--- config.mk ---
export PLATFORM = sky130hd
export DESIGN_NAME = key_press_classifier_top
export DESIGN_NICKNAME = d
export VERILOG_FILES = /design/src/hdl/kpc_pkg.sv /design/src/hdl/kpc_lane.sv /design/src/hdl/kpc_merge.sv /design/src/hdl/key_press_classifier_top.sv
export SDC_FILE = /design/constraint.sdc
export NUM_CORES = 1
export LEC_CHECK = 0
export BUFFER_PORTS_ARGS = -buffer_cell sky130_fd_sc_hd__clkbuf_2
export CORE_AREA = 2 2 135 269
export DETAILED_ROUTE_END_ITERATION = 8
export DIE_AREA = 0 0 137 271
export PLACE_DENSITY = 0.65
export SYNTH_ARGS = -nofsm -noshare
export SYNTH_HDL_FRONTEND = slang
export SYNTH_SLANG_ARGS = --single-unit
--- constraint.sdc ---
create_clock -name clock -period 5.5 [get_ports clock]
set_input_delay 0.55 -clock clock [delete_from_list [all_inputs] [get_ports clock]]
set_output_delay 0.55 -clock clock [all_outputs]
set_load 0.03 [all_outputs]
--- src/hdl/kpc_pkg.sv ---
// package for the key press classifier: phase codes, register indexes and thresholds
`timescale 1ns / 1ps
`default_nettype none
package kpc_pkg;

   localparam int KEY_COUNT_DEFAULT = 4;
   localparam int LEVEL_W           = 4;
   localparam int TIME_W            = 32;
   localparam int THRESH_W          = 16;
   localparam int CSR_INDEX_W       = 1;

   localparam logic [THRESH_W-1:0] LONG_RESET  = 16'd800;
   localparam logic [THRESH_W-1:0] SHORT_RESET = 16'd50;

   localparam logic [CSR_INDEX_W-1:0] CSR_LONG_PRESS  = 1'd0;
   localparam logic [CSR_INDEX_W-1:0] CSR_SHORT_PRESS = 1'd1;

   typedef enum logic [1:0] {
      PH_IDLE  = 2'd0,
      PH_HELD  = 2'd1,
      PH_SHORT = 2'd2,
      PH_LONG  = 2'd3
   } key_phase_type;

   typedef struct packed {
      logic [THRESH_W-1:0] long_time;
      logic [THRESH_W-1:0] short_time;
   } thresh_type;

endpackage
`default_nettype wire

--- src/hdl/kpc_lane.sv ---
// one key's press classifier: phase machine and press time capture
`timescale 1ns / 1ps
`default_nettype none
module kpc_lane (
   input  wire logic                         clock,
   input  wire logic                         reset,
   input  wire logic                         take,
   input  wire logic                         released,
   input  wire logic [kpc_pkg::TIME_W-1:0]   now_time,
   input  wire kpc_pkg::thresh_type          thresh,
   output kpc_pkg::key_phase_type            phase_next
);

   kpc_pkg::key_phase_type          phase_ff;
   kpc_pkg::key_phase_type          phase_in;
   logic [kpc_pkg::TIME_W-1:0]      start_ff;
   logic [kpc_pkg::TIME_W-1:0]      start_in;
   logic [kpc_pkg::TIME_W-1:0]      held_time;
   logic                            reach_long;
   logic                            reach_short;

   assign held_time   = now_time - start_ff;
   assign reach_long  = held_time >= {{(kpc_pkg::TIME_W-kpc_pkg::THRESH_W){1'b0}},
                                      thresh.long_time};
   assign reach_short = held_time >= {{(kpc_pkg::TIME_W-kpc_pkg::THRESH_W){1'b0}},
                                      thresh.short_time};

   // next phase
   always_comb begin
      phase_in = phase_ff;
      if (released) begin
         if (phase_ff == kpc_pkg::PH_HELD) begin
            if (reach_long) begin
               phase_in = kpc_pkg::PH_LONG;
            end else if (reach_short) begin
               phase_in = kpc_pkg::PH_SHORT;
            end else begin
               phase_in = kpc_pkg::PH_IDLE;
            end
         end else begin
            phase_in = kpc_pkg::PH_IDLE;
         end
      end else if (phase_ff == kpc_pkg::PH_IDLE) begin
         phase_in = kpc_pkg::PH_HELD;
      end
   end

   // press time capture
   always_comb begin
      start_in = start_ff;
      if (!released && phase_ff == kpc_pkg::PH_IDLE) begin
         start_in = now_time;
      end
   end

   assign phase_next = phase_in;

   always_ff @(posedge clock) begin
      if (reset) begin
         phase_ff <= kpc_pkg::PH_IDLE;
         start_ff <= '0;
      end else if (take) begin
         phase_ff <= phase_in;
         start_ff <= start_in;
      end
   end

   a_idle_not_classified: assert property (@(posedge clock) disable iff (reset)
      phase_ff == kpc_pkg::PH_IDLE |=>
         phase_ff == kpc_pkg::PH_IDLE || phase_ff == kpc_pkg::PH_HELD)
      else $error("key left idle for a press class");

   a_class_not_held: assert property (@(posedge clock) disable iff (reset)
      phase_ff == kpc_pkg::PH_SHORT || phase_ff == kpc_pkg::PH_LONG |=>
         phase_ff != kpc_pkg::PH_HELD)
      else $error("classified key went back to held");

   a_start_only_on_press: assert property (@(posedge clock) disable iff (reset)
      phase_ff != kpc_pkg::PH_IDLE |=> $stable(start_ff))
      else $error("press time changed outside idle");

endmodule
`default_nettype wire

--- src/hdl/kpc_merge.sv ---
// result register that gathers the lane phases into the four status fields
`timescale 1ns / 1ps
`default_nettype none
module kpc_merge #(
   parameter int KEY_COUNT = kpc_pkg::KEY_COUNT_DEFAULT
) (
   input  wire logic                    clock,
   input  wire logic                    reset,
   input  wire logic                    take,
   input  wire kpc_pkg::key_phase_type  phases [KEY_COUNT],
   output logic                         in_ready,
   output logic                         rsp_valid,
   input  wire logic                    rsp_ready,
   output logic [1:0]                   rsp_key0_status,
   output logic [1:0]                   rsp_key1_status,
   output logic [1:0]                   rsp_key2_status,
   output logic [1:0]                   rsp_key3_status
);

   localparam int OUT_KEYS = 4;

   logic                valid_ff;
   logic                valid_in;
   logic [1:0]          status_ff [OUT_KEYS];
   logic [1:0]          status_in [OUT_KEYS];

   always_comb begin
      for (int k = 0; k < OUT_KEYS; k++) begin
         status_in[k] = 2'd0;
      end
      for (int k = 0; k < OUT_KEYS; k++) begin
         if (k < KEY_COUNT) begin
            status_in[k] = 2'(phases[k]);
         end
      end
   end

   assign in_ready = !valid_ff || rsp_ready;
   assign valid_in = take || (valid_ff && !rsp_ready);

   always_ff @(posedge clock) begin
      if (reset) begin
         valid_ff <= 1'b0;
      end else begin
         valid_ff <= valid_in;
      end
   end

   always_ff @(posedge clock) begin
      if (take) begin
         status_ff <= status_in;
      end
   end

   assign rsp_valid       = valid_ff;
   assign rsp_key0_status = status_ff[0];
   assign rsp_key1_status = status_ff[1];
   assign rsp_key2_status = status_ff[2];
   assign rsp_key3_status = status_ff[3];

endmodule
`default_nettype wire

--- src/hdl/key_press_classifier_top.sv ---
// top level of the key press classifier: threshold registers, key lanes and result register
//
// usage
//   req channel: one scan tick per transfer, req_now_time is the tick count and
//   req_key_levels holds the raw active-low key pins (1 = released)
//   rsp channel: one transfer per scan tick with the phase of keys 0..3
//   (0 idle, 1 held, 2 short press, 3 long press)
//   csr port: csr_we writes csr_wdata into the threshold chosen by csr_index
//   (0 long press time, 1 short press time); write only while idle
// timing
//   latency is one cycle from a req transfer to rsp_valid
//   throughput is one scan tick per cycle; every key lane does its subtract and
//   two compares in the cycle of the transfer, and the result register frees
//   itself in the cycle it is taken
// reset
//   all keys go idle, press times clear, thresholds return to 800 and 50
// stall
//   while rsp_ready is low a waiting result holds and req_ready drops
`timescale 1ns / 1ps
`default_nettype none
module key_press_classifier_top #(
   parameter int KEY_COUNT = kpc_pkg::KEY_COUNT_DEFAULT
) (
   input  wire logic                              clock,
   input  wire logic                              reset,
   input  wire logic                              req_valid,
   output logic                                   req_ready,
   input  wire logic [kpc_pkg::TIME_W-1:0]        req_now_time,
   input  wire logic [kpc_pkg::LEVEL_W-1:0]       req_key_levels,
   output logic                                   rsp_valid,
   input  wire logic                              rsp_ready,
   output logic [1:0]                             rsp_key0_status,
   output logic [1:0]                             rsp_key1_status,
   output logic [1:0]                             rsp_key2_status,
   output logic [1:0]                             rsp_key3_status,
   input  wire logic                              csr_we,
   input  wire logic [kpc_pkg::CSR_INDEX_W-1:0]   csr_index,
   input  wire logic [kpc_pkg::THRESH_W-1:0]      csr_wdata
);

   kpc_pkg::thresh_type      thresh_ff;
   kpc_pkg::thresh_type      thresh_in;
   kpc_pkg::key_phase_type   phases [KEY_COUNT];
   logic                     take;

   assign take = req_valid && req_ready;

   always_comb begin
      thresh_in = thresh_ff;
      if (csr_we) begin
         case (csr_index)
            kpc_pkg::CSR_LONG_PRESS:  thresh_in.long_time  = csr_wdata;
            kpc_pkg::CSR_SHORT_PRESS: thresh_in.short_time = csr_wdata;
            default:                  thresh_in = thresh_ff;
         endcase
      end
   end

   always_ff @(posedge clock) begin
      if (reset) begin
         thresh_ff.long_time  <= kpc_pkg::LONG_RESET;
         thresh_ff.short_time <= kpc_pkg::SHORT_RESET;
      end else begin
         thresh_ff <= thresh_in;
      end
   end

   for (genvar k = 0; k < KEY_COUNT; k++) begin : g_lane
      logic released;
      // keys past the level word always see a press
      if (k < kpc_pkg::LEVEL_W) begin : g_pin
         assign released = req_key_levels[k];
      end else begin : g_nopin
         assign released = 1'b0;
      end

      kpc_lane u_lane (
         .clock      (clock),
         .reset      (reset),
         .take       (take),
         .released   (released),
         .now_time   (req_now_time),
         .thresh     (thresh_ff),
         .phase_next (phases[k])
      );
   end

   kpc_merge #(
      .KEY_COUNT (KEY_COUNT)
   ) u_merge (
      .clock           (clock),
      .reset           (reset),
      .take            (take),
      .phases          (phases),
      .in_ready        (req_ready),
      .rsp_valid       (rsp_valid),
      .rsp_ready       (rsp_ready),
      .rsp_key0_status (rsp_key0_status),
      .rsp_key1_status (rsp_key1_status),
      .rsp_key2_status (rsp_key2_status),
      .rsp_key3_status (rsp_key3_status)
   );

   a_transfer_gives_result: assert property (@(posedge clock) disable iff (reset)
      req_valid && req_ready |=> rsp_valid)
      else $error("accepted scan tick gave no result");

endmodule
`default_nettype wire
# Word level (Yosys, flattened, before mapping)
# Index checks and enable logic that the tools add are counted.
# word_totals
register_bits,177
input_bits,58
output_inout_bits,10
# op_classes
add_sub_neg,4
order_cmp,8
eq_ne,4
n_mux,20
n_bitwise,1
reduce_logical,24
# ops
op,count
32-bit by 16-bit >= comparator with 1-bit output,8
32-bit subtractor,4
2-bit two-way mux,20
2-bit AND reduction,6
2-bit by 1-bit == test with 1-bit output (second input constant),4
2-bit zero test,4
1-bit logical AND,6
1-bit zero test,6
1-bit logical OR,2
1-bit NOT,1

# Logic depth before layout (Yosys ltp)
# Gate-level depths: netlist of run 1.
# logic_depth
depth_word,6
mapped_depth,20
mapped_depth_nobuf,20

# Hierarchy
# A second synthesis of run 1 with hierarchy kept.
# hier_totals
hier_cells,2543
hier_area_um2,18325.1
# modules_own_cells
module,n_inst,cells_each,area_per_inst_um2,seq_area_each_um2
kpc_lane at g_lane[0].u_lane ...,3,605,4170.2,680.7
kpc_lane at g_lane[1].u_lane,1,587,4160.2,680.7
key_press_classifier_top,1,129,1367.6,640.6
kpc_merge,1,12,286.5,260.2

# Worst setup path before layout of run 1
# No wires, ideal clock.
# synth_timing
kind,input -> register
start,input req_now_time[0] (netlist bit)
end,register u_merge.status_ff (netlist bit u_merge.rsp_key1_status[1]) (data pin)
setup_time_ns,0.262
arrival_time_ns,4.177
required_ns,5.238
slack_ns,1.061
path_stages,19
path_cell_list,inv_1 -> ha_1 -> fa_1 -> nor2b_1 -> o2111ai_1 -> a21boi_0 -> nor2_1 -> xnor2_1 -> ha_1 -> nand4_1 -> nor3_1 -> or3_1 -> a2111oi_2 -> nand4b_1 -> a2111o_1 -> nor4_1 -> nand4_1 -> o2111ai_1 -> o21ai_1
# synth_between
elab_chain_cells,6
word_cells_on_any_way,7
# synth_rtl
item,line_no,source
"start, declared",key_press_classifier_top.sv:28,"input wire logic [kpc_pkg::TIME_W-1:0] req_now_time,"
32-bit subtractor *,kpc_lane.sv:22,assign held_time = now_time - start_ff;
32-bit by 16-bit >= comparator with 1-bit output,kpc_lane.sv:25,"assign reach_short = held_time >= {{(kpc_pkg::TIME_W-kpc_pkg::THRESH_W){1'b0}},"
2-bit two-way mux,kpc_lane.sv:35,end else if (reach_short) begin
2-bit two-way mux *,kpc_lane.sv:33,if (reach_long) begin
2-bit two-way mux *,kpc_lane.sv:32,if (phase_ff == kpc_pkg::PH_HELD) begin
2-bit two-way mux *,kpc_lane.sv:31,if (released) begin
named net g_lane[1].u_lane.phase_next[1],kpc_lane.sv:11,output kpc_pkg::key_phase_type phase_next
"end signal, assigned",kpc_merge.sv:51,status_ff <= status_in;
"end, declared",kpc_merge.sv:24,logic [1:0] status_ff [OUT_KEYS];
# Mark *: on every way through the listed nets, which the timed path passes. The rest lies on a longest branch.
# A chain may end at the register's enable or synchronous reset.

# Final worst setup path of run 1
# layout_timing
start,register g_lane[0].u_lane.start_ff[5] (netlist bit)
end,register u_merge.status_ff (netlist bit u_merge.rsp_key0_status[1]) (data pin)
# layout_between
elab_chain_cells,6
word_cells_on_any_way,7
# layout_rtl
item,line_no,source
"start, declared",kpc_lane.sv:16,logic [kpc_pkg::TIME_W-1:0] start_ff;
"start signal, assigned",kpc_lane.sv:64,start_ff <= start_in;
32-bit subtractor *,kpc_lane.sv:22,
32-bit by 16-bit >= comparator with 1-bit output,kpc_lane.sv:25,
2-bit two-way mux,kpc_lane.sv:35,
2-bit two-way mux *,kpc_lane.sv:33,
2-bit two-way mux *,kpc_lane.sv:32,
2-bit two-way mux *,kpc_lane.sv:31,
named net g_lane[0].u_lane.phase_next[1],kpc_lane.sv:11,
# Marked as above.

==> metrics.txt, run 1 <==
endpoints failing hold 0; CTS tree yes; highest clock rate between 150 and 200 MHz; post-CTS sizing 0; Setup crit end kind flop; remaining routing DRC violations 0; Cell Int Power 2.71 mW; total power per unit cell area roughly 250 mW/mm²; Root Buffer clkbuf_16; Area Growth Syn to Fin 7.83%; CTS HTree Levels 4; initial antenna violation count 5; crit start category flop; share of layout cells above drive strength 1 7.11%; Net Switching 1.94 mW; most used routing layer met2; Crit Path Class reg -> reg; top post-synthesis cells by count 447 x nand2_1, 333 x a21oi_1, 252 x ha_1; Leak Pwr 7.31 nW; Post-Synthesis Cells roughly 2,400; fin crit period roughly 5.0 ns; clk buf depth 2; Layout Utilization a little over half; core area ~0.035 mm²; Initial Util 49.7%; Switching Share between 40% and 50%; Synth async-reset ratio 0%; min-delay worst type in -> reg; unrepaired setup endpoints after global routing no; dominant synthesized flop cell dfxtp_1; ranking of synthesized cells by area dfxtp_1 19%, ha_1 18%, nand2_1 9.7%; hold_buf cts 0; met3 Use GR between 4 and 5%; via/cell ratio between 6 and 7; maximum number of pins on one net before global-route repair 97; DIE AREA roughly 0.037 mm²; GRT met2 Usage 58.4%; relative slew slack 25.4%; Setup Fix Bufs, Post-CTS 0; post-place instance area roughly 0.018 mm²; count leader, synth nand2_1; actual slew at the worst max-slew pin between 1 and 1.5 ns; fin area approximately 0.019 mm²; number of synthesized flops with an enable pin 8; Avg WL per Cell between 20 and 25 µm; Pre-antenna DRT Iters 5; synthesized area per cell ~7.3 µm²; Post-DP HPWL 52,100 µm; CTS buffer count 17; setup violators final 0; Reg power frac a little under a third; Clock power frac 28.5%; max-cap viol count 0; crit path max fanout 6; Die X about 140 µm; Crit. Startpoint g_lane[0].u_lane.start_ff[5]; r2r setup slk 0.47 ns; end point of the worst hold path thresh_ff[24]; Synth area leader dfxtp_1; vias in the first global route between 15,000 and 20,000; Comb power frac 41.4%; register area share after synthesis between 20% and 30%; Synth Register Bits between 150 and 200; dpl cells between 2,000 and 3,000; antenna-violating nets left 0; Yosys cell types 90; clock insertion delay at the later pin of the skew report 0.49 ns; R2R Path End u_merge.rsp_key0_status[1]; final cell count without fillers between 2,000 and 3,000; VDD IR max roughly 0.26 mV; Cell Rows between 90 and 100; GRT overflow 0; first-pass GRT wire length about 97,000 µm; Worst Reg2Reg Path Length in Cells 19; Synth top area share between 10% and 20%; final clock period utilization by the worst path 91.4%; Hold Crit Start csr_wdata[8]; outcome finished, final reports clean; arrival time worst endpoint between 5 and 6 ns; Slew Limit Fails 0; Total Routing Usage GR a little over a third; global-route track usage on met1 around 34%; cell area after synthesis 0.0174 mm²; # IOs approximately 70; DR iter-0 viols roughly 1,100; Die Span Y roughly 270 µm; setup TNS 0 ns; syn nets around 2,700; Data required, critical path 5.73 ns; hold-critical path depth 2; yosys warns 0; RR Startpoint g_lane[0].u_lane.start_ff[5]; Post-layout nets about 2,700; Clock Skew 0.0154 ns; final WL 63,900 µm; CTS clk-pin slew, worst paths around 0.090 ns; vias between 15,000 and 20,000; gpl congestion between 1 and 1.5; hold slack approximately 0.28 ns; # port buffers 67; Sink Count approximately 180
## cell type report
type	count	area (µm²)
antenna	5	12.5
timing repair buffer	98	574
fill	3475	16200
multi-input combinational	1917	12600
inverter	194	728
tap	445	557
clock buffer	17	425
sequential	177	3620
clock inverter	15	199
## logic make-up (layout without fill, tap and decap cells)
kind of cell             Yosys count  after routing  synth area share (%)
AND/OR/NAND/NOR                  815            815                  21.5
AO/OA/AOI/OAI                    751            751                  27.4
buffers and inverters            303            324                  6.68
adder cells (fa/ha/maj)          256            256                  18.6
flip-flops                       177            177                  20.8
XOR/XNOR                          86             86                  4.33
multiplexers                       9              9                 0.561
other                              0              5                     0
## worst max-delay path: stages (launching register included)
cell,delay (ns)
dfxtp_1,0.35
inv_1,0.05
ha_1,0.45
a21oi_1,0.57
nand2_1,0.10
o21ai_0,0.32
nor2b_1,0.35
o21bai_1,0.10
a21oi_1,0.19
xnor2_1,0.18
ha_1,0.28
nor2b_1,0.13
o21ai_0,0.17
nand4b_1,0.13
a311o_1,0.28
a21oi_1,0.17
nor4b_1,0.29
nand2_1,0.13
nor4_1,0.44
nor2_1,0.08
## power groups by stage
stage	clock network, mW	logic, mW	registers [mW]
2_1_floorplan	0	1.33	1.43
3_3_place_gp	0	1.85	1.43
3_5_place_dp	0	1.88	1.43
4_1_cts	1.35	1.89	1.40
5_1_grt	1.39	2.13	1.41
6_report	1.33	1.92	1.40
## per-stage QoR
stage                     setup slack, ns  total power [mW]
after global placement              0.283              3.27
after global routing               0.0551              4.93
after detailed placement            0.190              3.31
after CTS                           0.666              4.64
after floorplan                      1.06              2.76
final                               0.470              4.65
## how the worst max path moves through the flow
| stage | to | slack, ns |
|---|---|---|
| final | u_merge.rsp_key0_status[1] | 0.47 |
| after global routing | u_merge.rsp_key0_status[1] | 0.06 |
| after CTS | u_merge.rsp_key1_status[1] | 0.67 |
| after detailed placement | u_merge.rsp_key1_status[1] | 0.19 |
| after global placement | u_merge.rsp_key1_status[1] | 0.28 |
| after floorplan | u_merge.rsp_key1_status[1] | 1.06 |
## sequential cells by signal, indices dropped and copies added, names as in the netlist
signal	count
u_merge.rsp_key1_status	2
u_merge.rsp_key0_status	2
thresh_ff	32
g_lane.u_lane.start_ff	128
u_merge.rsp_key2_status	2
u_merge.rsp_key3_status	2
u_merge.rsp_valid	1
g_lane.u_lane.phase_ff	8
## per-layer routing
| metal | part of all wire, % | vias up |
|---|---|---|
| met4 | 13 | 0 |
| met1 | 35 | 8108 |
| met2 | 48 | 644 |
| met5 | 0 | - |
| li1 | - | 8572 |
| met3 | 3.9 | 287 |
## layout by cell type, fill, tap and decap left out, types with 11 or more instances in the layout
| cell type | Yosys | final |
|---|---|---|
| nand2_1 | 447 | 447 |
| a21oi_1 | 333 | 333 |
| ha_1 | 252 | 252 |
| inv_1 | 194 | 194 |
| dfxtp_1 | 169 | 169 |
| o21ai_0 | 98 | 98 |
| nor2_1 | 93 | 93 |
| a21o_1 | 67 | 67 |
| clkbuf_2 | 0 | 66 |
| xnor2_1 | 54 | 54 |
| nand4_1 | 46 | 46 |
| nand3_1 | 44 | 44 |
| nor3_1 | 37 | 37 |
| nand2b_1 | 34 | 34 |
| xor2_1 | 32 | 32 |
| buf_4 | 0 | 31 |
| o211ai_1 | 30 | 30 |
| a211oi_1 | 29 | 29 |
| o21a_1 | 28 | 28 |
| nor2b_1 | 26 | 26 |
| a31oi_1 | 19 | 19 |
| clkbuf_16 | 0 | 17 |
| and3_1 | 13 | 13 |
| nor4_1 | 15 | 11 |
| o21bai_1 | 11 | 11 |
| a211o_1 | 11 | 11 |
No activity file was read; power rests on OpenSTA's default activity.
==> run 2: changes to the inputs <==
==> constraint.sdc (replaced) <==
create_clock -name clock -period 5.5 [get_ports clock]
set_input_delay 0.275 -clock clock [delete_from_list [all_inputs] [get_ports clock]]
set_output_delay 0.275 -clock clock [all_outputs]
set_load 0.03 [all_outputs]
==> metrics.txt, run 2 (same netlist as run 1, synthesis figures left out) <==
clk buf depth 2; DR iter-0 viols 1,175; vias 17,400; remaining routing DRC violations 0; Setup crit end kind flop; VDD IR max 0.256 mV; vias in the first global route about 17,000; unrepaired setup endpoints after global routing no; Slew Limit Fails 0; share of layout cells above drive strength 1 under 10%; Data required, critical path about 5.7 ns; highest clock rate 201 MHz; Post-Place Setup Slack about 0.39 ns; antenna-violating nets left 0; Switching Share 41.1%; arrival time worst endpoint 5.20 ns; outcome finished, final reports clean; Avg WL per Cell 21.3 µm; gpl congestion between 0.9 and 1; most frequent cells in the layout 447 x nand2_1, 333 x a21oi_1, 252 x ha_1; Top reg by flops g_lane.u_lane.start_ff; fin crit period between 4 and 5 ns; final WL approximately 60,000 µm; Top Registers g_lane.u_lane.start_ff (128), thresh_ff (32), g_lane.u_lane.phase_ff (8); hold_buf cts 0; dpl cells around 2,800; Crit Path Class reg -> reg; Clock power frac 28.6%; Initial Util between 40% and 50%; clock insertion delay at the later pin of the skew report 0.48 ns; relative slew slack between 30% and 40%; actual slew at the worst max-slew pin between 0.9 and 1 ns; Area Growth Syn to Fin 7.25%; Net Switching about 1.9 mW; Sink Count 177; CTS tree yes; Setup Fix Bufs, Post-CTS 0; crit-path cells inv_1 -> ha_1 -> nor2b_1 -> o31a_1 -> o31ai_1 -> o41ai_2 -> xor2_1 -> ha_1 -> nand4_1 -> nor3_1 -> or3_1 -> a2111oi_2 -> nand4b_1 -> a2111o_1 -> nor4_1 -> nand4_1 -> o2111ai_1 -> o21ai_1; core area between 0.03 and 0.04 mm²; min-delay worst type in -> reg; endpoints failing hold 0; max-cap viol count 0; crit-path max cell delay 0.76 ns; initial antenna violation count 4; GRT overflow 0; crit path buf inv count 1; CP top delay family compound AO/OA/AOI/OAI gates; DIE AREA ~0.037 mm²; Die X approximately 140 µm; Reg power frac around 30%; Cell Rows a little under 100; CTS HTree Levels 4; post-CTS sizing 0; via/cell ratio 6.09; # port buffers 67; Total Routing Usage GR 33.1%; CTS buffer count 17; Root Buffer clkbuf_16; Clock Skew ~0.015 ns; first-pass GRT wire length 93,800 µm; Leak Pwr roughly 7.2 nW; setup TNS 0 ns; max reg flops roughly 130; Die Span Y between 200 and 300 µm; crit path max fanout 6; final cell count without fillers 2,853; Post-DP HPWL roughly 49,000 µm; total power per unit cell area about 250 mW/mm²; commonest non-fill, non-tap cell in the layout nand2_1; # IOs 68; setup violators final 0; final clock period utilization by the worst path just over 90%; Post-layout nets roughly 2,700; Final WS setup between 0.5 and 0.6 ns; CTS clk-pin slew, worst paths approximately 0.090 ns; Pre-antenna DRT Iters 5; Cell Int Power about 2.7 mW; Comb power frac ~41%; maximum number of pins on one net before global-route repair about 110; crit start category flop; hold slack about 0.015 ns; CP max-delay cell o41ai_2
run 2: cell types whose count changed in the layout (fill, tap and decap cells not counted), sizes merged:
cell    previous run  this run
buf               32        18
inv              203       200
clkinv             6         8
clkbuf            83        84
diode              5         4
run 2: worst paths after layout:
kind	start	endpoint	slack [ns]	cells past startpoint
worst max register to register	g_lane[1].u_lane.start_ff[1]	u_merge.rsp_key1_status[1]	0.51	18
worst max-delay path	g_lane[1].u_lane.start_ff[1]	u_merge.rsp_key1_status[1]	0.51	18
worst min register to register	g_lane[2].u_lane.start_ff[16]	g_lane[2].u_lane.start_ff[16]	0.46	2
worst min-delay path	csr_wdata[5]	thresh_ff[21]	0.01	2
run 2: final cells by class:
class | instances | area (µm²)
clock inverters | 14 | 180
multi-input cells | 1917 | 12600
flip-flops and latches | 177 | 3620
diodes | 4 | 10.0
clock buffers | 18 | 450
repair buffers | 84 | 469
fillers | 3466 | 16300
well taps | 445 | 557
inverters | 194 | 728
run 2: per-stage QoR:
stage	power (mW)	area [µm²]	utilization (%)
floorplan	2.76	17400	-
detailed placement	3.28	18000	51.5
CTS	4.62	18600	53.3
global route	4.90	18600	53.3
finish	4.61	18600	53.3
global placement	3.24	18000	51.5
run 2: power by group through the flow:
stage | Clock [mW] | Combinational (mW) | Sequential (mW)
floorplan | 0 | 1.33 | 1.43
global placement | 0 | 1.82 | 1.43
detailed placement | 0 | 1.85 | 1.43
CTS | 1.35 | 1.87 | 1.40
global route | 1.39 | 2.10 | 1.41
finish | 1.32 | 1.90 | 1.40
run 2: metal layers:
layer / up-vias / routed length (µm) / share of wire [%] / global-route usage (%)
met4: 0 / 7080 / 12 / 31.5
met1: 8054 / 22000 / 36 / 33.6
li1: 8533 / - / - / -
met5: - / 0 / 0 / 0
met3: 253 / 2100 / 3.4 / 3.84
met2: 526 / 29700 / 49 / 56.9
==> run 3: changes to the inputs <==
--- a/config.mk
+++ b/config.mk
@@ -9,7 +9,7 @@
 export CORE_AREA = 2 2 135 269
 export DETAILED_ROUTE_END_ITERATION = 8
 export DIE_AREA = 0 0 137 271
-export PLACE_DENSITY = 0.65
+export PLACE_DENSITY = 0.68
 export SYNTH_ARGS = -nofsm -noshare
 export SYNTH_HDL_FRONTEND = slang
 export SYNTH_SLANG_ARGS = --single-unit
==> constraint.sdc (replaced) <==
create_clock -name clock -period 4.05 [get_ports clock]
set_input_delay 0.2025 -clock clock [delete_from_list [all_inputs] [get_ports clock]]
set_output_delay 0.2025 -clock clock [all_outputs]
set_load 0.03 [all_outputs]
==> metrics.txt, run 3 (same netlist as run 1, synthesis figures left out) <==
register area approximately 0.0036 mm²; crit start category flop; remaining routing DRC violations 0; maximum number of pins on one net before global-route repair between 50 and 60; vias in the first global route 18,900; min-delay worst type in -> reg; Die X approximately 140 µm; arrival time worst endpoint between 4 and 5 ns; Top reg by flops g_lane.u_lane.start_ff; core area roughly 0.035 mm²; failing checks setup timing; highest clock rate about 240 MHz; Sink Count 177; Post-layout nets roughly 3,100; Data required, critical path 4.28 ns; Avg WL per Cell roughly 21 µm; CTS buffer count 17; hold-critical path depth 2; Hold Crit Start csr_wdata[5]; Root Buffer clkbuf_16; unrepaired setup endpoints after global routing yes; max reg flops ~130; Initial Util roughly half; Die Span Y 271 µm; fin crit period roughly 4.2 ns; DIE AREA between 0.03 and 0.04 mm²; Crit Path Class reg -> reg; antenna-violating nets left 0; max-cap viol count 0; # port buffers 67; vias between 15,000 and 20,000; initial antenna violation count 5; Total Routing Usage GR a little under two fifths; Cell Rows between 90 and 100; Worst Reg2Reg Path Length in Cells 19; setup violators final 7; first-pass GRT wire length 104,000 µm; CTS tree yes; Area Growth Syn to Fin 27.7%; endpoints failing hold 0; crit path max fanout 3; end point of the worst hold path thresh_ff[21]; Pre-antenna DRT Iters 6; CTS HTree Levels 4; outcome complete, but fails checks; share of layout cells above drive strength 1 between 20% and 30%; final WL slightly below 70,000 µm; most frequent cells in the layout 443 x nand2_1, 346 x buf_4, 312 x a21oi_1; relative slew slack just over 40%; clk buf depth 2; CTS clk-pin slew, worst paths 0.08 ns; total power per unit cell area 317 mW/mm²; Post-DP HPWL 54,600 µm; DR iter-0 viols around 1,100; RR Startpoint g_lane[2].u_lane.start_ff[0]; R2R Path End u_merge.rsp_key2_status[1]; Leak Pwr 9.10 nW; Crit. Startpoint g_lane[2].u_lane.start_ff[0]; r2r setup slk -0.18 ns; Top Registers g_lane.u_lane.start_ff (128), thresh_ff (32), g_lane.u_lane.phase_ff (8); GRT overflow 0; via/cell ratio 5.95; Slew Limit Fails 0; Setup crit end kind flop; # IOs just under 70; clock insertion delay at the later pin of the skew report about 0.48 ns; gpl congestion 1.01; actual slew at the worst max-slew pin roughly 0.9 ns; VDD IR max approximately 0.29 mV; Final WS setup -0.177 ns; setup TNS -0.598 ns; footprint of the multi-input gates ~0.013 mm²; hold slack 0.0405 ns; Clock Skew roughly 0.022 ns; FILL cells between 3,000 and 4,000; commonest non-fill, non-tap cell in the layout nand2_1; final clock period utilization by the worst path 104%
-- run 3: cell types whose count changed in the layout (fill, tap and decap cells not counted), sizes merged --
cell | before | now
buf | 18 | 353
dlygate4sd3 | 0 | 18
diode | 4 | 5
-- run 3: worst max-delay path by stage --
stage | depth (start not counted) | endpoint | slack, ns
after CTS | 19 | u_merge.rsp_key2_status[1] | -0.29
final | 19 | u_merge.rsp_key2_status[1] | -0.18
after global placement | 20 | u_merge.rsp_key1_status[1] | -0.48
after global routing | 19 | u_merge.rsp_key1_status[1] | -0.39
after floorplan | 19 | u_merge.rsp_key1_status[1] | -0.01
after detailed placement | 20 | u_merge.rsp_key1_status[1] | -0.63
-- run 3: where the power goes --
group          switching [mW]  internal (mW)
clock network           0.930          0.858
logic                    1.85           1.49
registers              0.0562           1.85
-- run 3: stage by stage --
stage	setup slack (ns)	area, µm²	instances	utilization [%]	total power, mW
floorplan	-0.0122	17400	2397	-	3.74
global placement	-0.483	20300	3113	58.0	4.85
detailed placement	-0.629	20300	3113	58.0	4.91
CTS	-0.295	21600	3182	61.7	6.83
global route	-0.388	22200	3207	63.5	7.43
finish	-0.177	22200	3207	63.5	7.03
-- run 3: routing by layer --
metal  GRT usage (%)  wire, µm
met1            36.1     23700
met3            5.06      2850
met4            37.6      8610
met2            62.7     33600
met5               0         0
-- run 3: worst max-delay path, cell delays in order, from the launching register on --
cell	delay, ns
dfxtp_2	0.34
ha_4	0.16
fa_2	0.33
nand2b_4	0.15
a21o_1	0.19
a21oi_2	0.16
nor2_2	0.07
xnor2_2	0.17
ha_1	0.33
a21oi_1	0.15
nand2_1	0.07
a211o_1	0.30
nor3_2	0.14
buf_4	0.16
o211ai_1	0.09
nor4b_2	0.31
o2111ai_2	0.18
nor4b_4	0.30
a21boi_1	0.11
mux2_4	0.26
-- run 3: cell type report --
| type | count | share of cell area, % |
|---|---|---|
| tap | 445 | 2.51 |
| sequential | 177 | 16.4 |
| inverter | 194 | 3.28 |
| clock buffer | 18 | 1.98 |
| antenna | 5 | 0.0564 |
| clock inverter | 14 | 0.812 |
| timing repair buffer | 437 | 14.5 |
| multi-input combinational | 1917 | 60.5 |
-- run 3: timing repair --
item	4_1_cts	5_1_grt
cloned	0	0
setup endpoints to repair	16	16
endpoints found under the hold margin	33	0
hold buffers	18	0
pin swaps	61	48
resized for setup	78	94
setup buffers	20	21
